### config.mk
export PLATFORM = sky130hd
export DESIGN_NAME = pde_cell
export DESIGN_NICKNAME = d
export VERILOG_FILES = /design/src/rtl/pde_pkg.sv /design/src/rtl/pde_cell.sv
export SDC_FILE = /design/constraint.sdc
export NUM_CORES = 1
export LEC_CHECK = 0
export BUFFER_PORTS_ARGS = -buffer_cell sky130_fd_sc_hd__buf_2
export CELL_PAD_IN_SITES_DETAIL_PLACEMENT = 1
export CELL_PAD_IN_SITES_GLOBAL_PLACEMENT = 1
export CORE_UTILIZATION = 30
export CTS_CLUSTER_DIAMETER = 100
export DETAILED_ROUTE_END_ITERATION = 6
export PLACE_DENSITY = 0.89
export RECOVER_POWER = 100
export SYNTH_ARGS = -nofsm -noshare
export SYNTH_HDL_FRONTEND = slang
export SYNTH_SLANG_ARGS = --single-unit
export TNS_END_PERCENT = 1
### constraint.sdc
create_clock -name clk -period 4.9 [get_ports clk]
set_clock_uncertainty 0.1 [all_clocks]
set_input_delay 0.245 -clock clk [delete_from_list [all_inputs] [get_ports clk]]
set_output_delay 0.245 -clock clk [all_outputs]
set_load 0.05 [all_outputs]
### src/rtl/pde_pkg.sv
// shared constants, mode codes and the cell control struct
// no dependencies; used by the engine top level and by pde_cell
`default_nettype none
package pde_pkg;

    localparam int DEPTH     = 64;
    localparam int WORD_BITS = 32;
    localparam int IDX_W     = $clog2(DEPTH);
    localparam int CNT_W     = $clog2(DEPTH + 1);
    localparam int POS_W     = 7;
    localparam int MODE_W    = 3;
    localparam int LW        = (CNT_W > POS_W) ? CNT_W : POS_W;

    localparam logic [MODE_W-1:0] MODE_PUSH_FRONT = 3'd0;
    localparam logic [MODE_W-1:0] MODE_PUSH_BACK  = 3'd1;
    localparam logic [MODE_W-1:0] MODE_POP_FRONT  = 3'd2;
    localparam logic [MODE_W-1:0] MODE_POP_BACK   = 3'd3;
    localparam logic [MODE_W-1:0] MODE_INSERT     = 3'd4;
    localparam logic [MODE_W-1:0] MODE_REMOVE     = 3'd5;
    localparam logic [MODE_W-1:0] MODE_READ       = 3'd6;
    localparam logic [MODE_W-1:0] MODE_REVERSE    = 3'd7;

    typedef logic [1:0] cell_op_t;
    localparam cell_op_t CELL_HOLD   = 2'd0;
    localparam cell_op_t CELL_INSERT = 2'd1;
    localparam cell_op_t CELL_REMOVE = 2'd2;

    typedef logic [WORD_BITS-1:0] word_t;

    typedef struct packed {
        cell_op_t         op;
        logic [IDX_W-1:0] index;
        word_t            word;
    } cell_ctl_t;

endpackage
`default_nettype wire

### src/rtl/pde_cell.sv
// one storage cell of the deque row: holds a word, shifts with its neighbors
// depends on pde_pkg
`default_nettype none
module pde_cell (
    input  wire logic                    clk,
    input  wire pde_pkg::cell_ctl_t      ctl,
    input  wire logic [pde_pkg::IDX_W-1:0] cell_index,
    input  wire pde_pkg::word_t          left_word,
    input  wire pde_pkg::word_t          right_word,
    output pde_pkg::word_t               word,
    output pde_pkg::word_t               tap
);
    import pde_pkg::*;

    word_t word_reg;
    word_t word_next;

    always_comb
    begin
        word_next = word_reg;
        case (ctl.op)
            CELL_INSERT:
            begin
                if (cell_index > ctl.index)
                begin
                    word_next = left_word;
                end
                else if (cell_index == ctl.index)
                begin
                    word_next = ctl.word;
                end
            end
            CELL_REMOVE:
            begin
                if (cell_index >= ctl.index)
                begin
                    word_next = right_word;
                end
            end
            default:
            begin
                word_next = word_reg;
            end
        endcase
    end

    always_ff @(posedge clk)
    begin
        word_reg <= word_next;
    end

    assign word = word_reg;
    // only the addressed cell drives its word onto the read tree
    assign tap  = (cell_index == ctl.index) ? word_reg : '0;

endmodule
`default_nettype wire

### Word-level counts from Yosys, hierarchy flattened

Cells that the tools add are included.

| storage, ports and cells | value |
|---|---|
| logic and storage cells | 15 |
| input port bits | 111 |
| register bits after elaboration | 32 |

| cells by class | value |
|---|---|
| muxes and demuxes | 5 |
| magnitude comparators | 2 |
| reductions and logical operators | 2 |
| eq/ne operators | 5 |

Operators with widths:

| cell | number |
|---|---|
| two-way mux 32 bit | 4 |
| case mux 32 bit (2 select lines) | 1 |
| == test 6 bit | 1 |
| >= comparator 6 bit | 1 |
| greater-than comparator 6 bit | 1 |
| inequality test 3 bit, second input constant | 1 |
| AND reduction 3 bit | 1 |
| == test 2 x 1 -> 1 bit, second input constant | 1 |
| == test 2 bit, second input constant | 1 |
| inequality test 2 bit, second input constant | 1 |
| nonzero test 2 bit | 1 |

### Longest topological paths before layout

| logic depth | value |
|---|---|
| depth in word-level cells | 4 |
| depth in mapped cells | 9 |
| mapped depth without buffers | 6 |

### Worst setup path before layout

OpenSTA, ideal clock, no wires.

| timing path | value |
|---|---|
| path kind | in2reg |
| from | input ctl[37] (netlist bit) |
| to | register word_reg[0], in the netlist word[0] (enable) |
| setup slack | 1355 ps |
| stages | 7 |
| data arrival time | 3009 ps |
| cells stage by stage | inv_1 > ha_1 > and4_4 > and3_4 > buf_6 > clkbuf_1 > a2bb2oi_1 |

| on the way | value |
|---|---|
| cells in the longest elaborated chain, start to end | 3 |
| elaborated cells on any way between the ends | 6 |
| those cells by class | 2 x order compare; 3 x eq/ne; 1 x reduce/logical |

RTL lines:

| element | RTL line | RTL |
|---|---|---|
| start, declared | pde_cell.sv:6 | `input wire pde_pkg::cell_ctl_t ctl,` |
| greater-than comparator 6 bit (tied with other cells) | pde_cell.sv:24 | `if (cell_index > ctl.index)` |
| inequality test 3 bit (no source line) / inequality test 2 bit (equally long branches) | -- |  |
| AND reduction 3 bit (no source line) (*) | -- |  |
| end signal, assigned | pde_cell.sv:49 | `word_reg <= word_next;` |
| end, declared | pde_cell.sv:15 | `word_t word_reg;` |

Every way passes the cells marked *; elsewhere a longest branch is shown, timed or not.
A chain may end at the register's enable or synchronous reset.

### Worst setup path in the final report

| timing path | value |
|---|---|
| from | input ctl[37] (netlist bit) |
| to | register word_reg[3], in the netlist word[3] (data pin) |

| on the way | value |
|---|---|
| cells in the longest elaborated chain, start to end | 3 |

RTL lines:

| element | RTL line | RTL |
|---|---|---|
| greater-than comparator 6 bit | pde_cell.sv:24 |  |
| two-way mux 32 bit | pde_cell.sv:24 |  |
| case mux 32 bit (2 select lines) | pde_cell.sv:21 | `case (ctl.op)` |
| net word_next[3] | pde_cell.sv:16 | `word_t word_next;` |

The timed path passes the listed nets, and every way through them passes these cells.

==> results.md <==
- Yosys top cell area share: 34.09%
- Final setup vio count: 0
- Mapped Avg Cell Area: 8.727 µm²
- Worst-path clk slew: 60 ps
- Yosys reg bits: 32
- Synth top cells by count: and2_1 (64), nand3_1 (34)
- Max stage delay cell, worst path: clkbuf_1
- Antenna violations before repair: 0
- Crit path max fanout: 64
- Setup WS post-layout: 1343 ps
- Vias in the first global route: 3,049
- Max cap viols: 2
- Worst vdd ir: 0.07327 mV
- # port buffers: 174
- Netlist cell types: 22
- NumNets Final: 583
- Measured slew at the worst slew-check pin: 2662 ps
- Largest area contributor in the netlist: edfxtp_1
- Worst Path Required: 4810 ps
- Startpoint types: input port
- Worst Path Buf+Inv: 3
- Slew headroom: -77.45%
- Die W: 98.94 µm
- Critical Path End Type: flop
- DP Wirelength: 6.695 mm
- Cts hold-fix bufs: 0
- Global-route wire length before repair: 14.81 mm
- Failing checks: capacitance limit, slew limit
- Largest cells by area after synthesis: edfxtp_1 (34%), and2_1 (14%), a311o_1 (11%)
- Top_reg_cell synth: edfxtp_1
- Power per cell area: 251.9 nW/µm²
- Clk sinks: 32
- Fraction of layout instances using a drive strength above 1: 27.25%
- Fmax: 281.1 MHz
- Die area: 9788 µm²
- Pre-CTS setup slack: 2003 ps
- Worst hold endpoint: word[28]$_DFFE_PP_
- Area of the multi-input gates: 1625 µm²
- Register area share after synthesis: 34.09%
- DR pass1 iterations: 4
- Clock Power Share: 20.1%
- Cell with the most instances after synthesis: and2_1
- CTS max path bufs: 2
- Grt total ovfl: 0
- TritonCTS clock tree: done
- Final hold viol count: 0
- Worst-path cell chain: buf_2 -> inv_1 -> ha_1 -> and4_1 -> o21ai_0 -> clkbuf_1 -> a311o_1 -> nand3_1
- Critical Path Max Stage Delay: 1910 ps
- Final Util: 39.89%
- Core Area: 9153 µm²
- Hold Crit Depth: 3
- Period utilization: 72.60%
- Core Rows: 35
- DIE HEIGHT: 98.94 µm
- Hold Path Origin: right_word[28]
- Routed WL per cell: 16.81 µm
- Max FFs per register: 32
- Yosys synthesis warning count: 0
- Cells after Synth: 323
- Combinational fraction of design power: 39.8%
- Routability cong.: 0.7238
- Diode count: 0
- Largest net degree at the start of global routing: 66
- Register area: 960.9 µm²
- TNS Setup: 0 ps
- Routed WL: 9.698 mm
- Arrival time worst endpoint: 3470 ps
- Register share of total power: 40.0%
- Synth-to-layout area growth: 29.52%
- Ports: 175
- 1st-iter DRT viols: 113
- Post-synthesis net count: 440
- Sw power: 365.7 µW
- Vias after detailed routing: 3,198
- Total track usage: 18.83%
- RSZ-0062 raised after global routing: false
- DRC Markers: 0
- Post_cts resized: 0
- H-tree levels: 2
- CTS Root Cell: clkbuf_8
- Leak Pwr: 1.528 nW
- Outcome: finished with violations
- Initial Util: 30.80%
- Hold Crit Class: input port to flop
- Switching Fraction: 39.76%
- Vias per cell: 5.542
- Post-CTS setup buffers: 0
- Family with the most delay on the worst path: buffers and inverters
- Ys async rst share: 0%
- Slew Viols, Final: 98
- Setup CP Type: input port to flop
- Crit path time final: 3557 ps
- Int Pwr: 554.1 µW
- CTS buffer count: 5
- Number of synthesized flops with an enable pin: 32
- Final ANT Viol Nets: 0
- Mapped Area: 2819 µm²
- Filler Cells Inserted: 1,175
==> cell type report <==
type | count | area share [%]
well taps | 111 | 3.804
multi-input cells | 242 | 44.52
repair buffers | 179 | 22.65
inverters | 6 | 0.6169
flip-flops and latches | 32 | 26.32
clock inverters | 2 | 0.2056
clock buffers | 5 | 1.885
==> cells by family (layout without fill, tap and decap cells) <==
logic type,Yosys count,in the layout,synth area share [%]
simple gates,168,168,33.29
compound gates,68,68,20.95
buf+inv,49,192,9.010
flops,32,32,34.09
fa+ha+maj,6,6,2.663
==> metal layers <==
metal | GRT usage (%) | up-vias | part of all wire (%) | routed length, µm
li1 | - | 1516 | - | -
met1 | 22.49 | 1544 | 42 | 4101
met2 | 33.89 | 126 | 51 | 4917
met3 | 2.908 | 12 | 5.3 | 513
met4 | 7.118 | 0 | 1.7 | 166
met5 | 0 | - | 0 | 0
==> power by group through the flow <==
stage | Clock, mW | Sequential (mW) | Combinational, mW
after floorplan | 0 | 0.488 | 0.150
after global placement | 0 | 0.371 | 0.369
after detailed placement | 0 | 0.373 | 0.381
after CTS | 0.193 | 0.367 | 0.382
after global routing | 0.202 | 0.373 | 0.393
final | 0.185 | 0.368 | 0.366
==> metrics by stage <==
stage	cell area, µm²	cells	power (mW)	hold slack [ps]
floorplan	2819	323	0.6380	378.7
global placement	3681	570	0.7401	474.4
detailed placement	3681	570	0.7540	478.7
CTS	3757	577	0.9415	183.0
global route	3651	577	0.9672	194.0
finish	3651	577	0.9198	198.6
==> how the worst max path moves through the flow <==
| stage | from | endpoint | slack (ps) | cells after the start |
|---|---|---|---|---|
| 6_report | ctl[37] | word[3]$_DFFE_PP_ | 1340 | 8 |
| 5_1_grt | ctl[37] | word[24]$_DFFE_PP_ | 1100 | 8 |
| 4_1_cts | ctl[37] | tap[4] | 2000 | 8 |
| 3_5_place_dp | ctl[37] | tap[4] | 2000 | 8 |
| 3_3_place_gp | ctl[37] | word[2]$_DFFE_PP_ | 2080 | 6 |
| 2_1_floorplan | ctl[37] | word[0]$_DFFE_PP_ | 1350 | 7 |
==> layout by cell type, fill, tap and decap left out, types with 2 or more instances in the layout <==
| master | synthesis | layout |
|---|---|---|
| clkbuf_8 | 0 | 5 |
| and2_1 | 64 | 64 |
| inv_1 | 6 | 6 |
| edfxtp_1 | 32 | 32 |
| clkinv_1 | 0 | 2 |
| ha_1 | 6 | 6 |
| clkbuf_1 | 15 | 63 |
| buf_4 | 0 | 4 |
| a311o_1 | 32 | 32 |
| nand3_1 | 34 | 33 |
| buf_2 | 18 | 112 |
| a22oi_1 | 32 | 32 |
| nand4_1 | 32 | 32 |
| nand2_1 | 32 | 32 |
==> worst min-delay path, delay by kind of cell <==
| kind | cells | cell delay (ps) |
|---|---|---|
| buf+inv | 1 | 80 |
| simple gates | 1 | 80 |
| compound gates | 1 | 70 |
No activity file was read; power rests on OpenSTA's default activity.
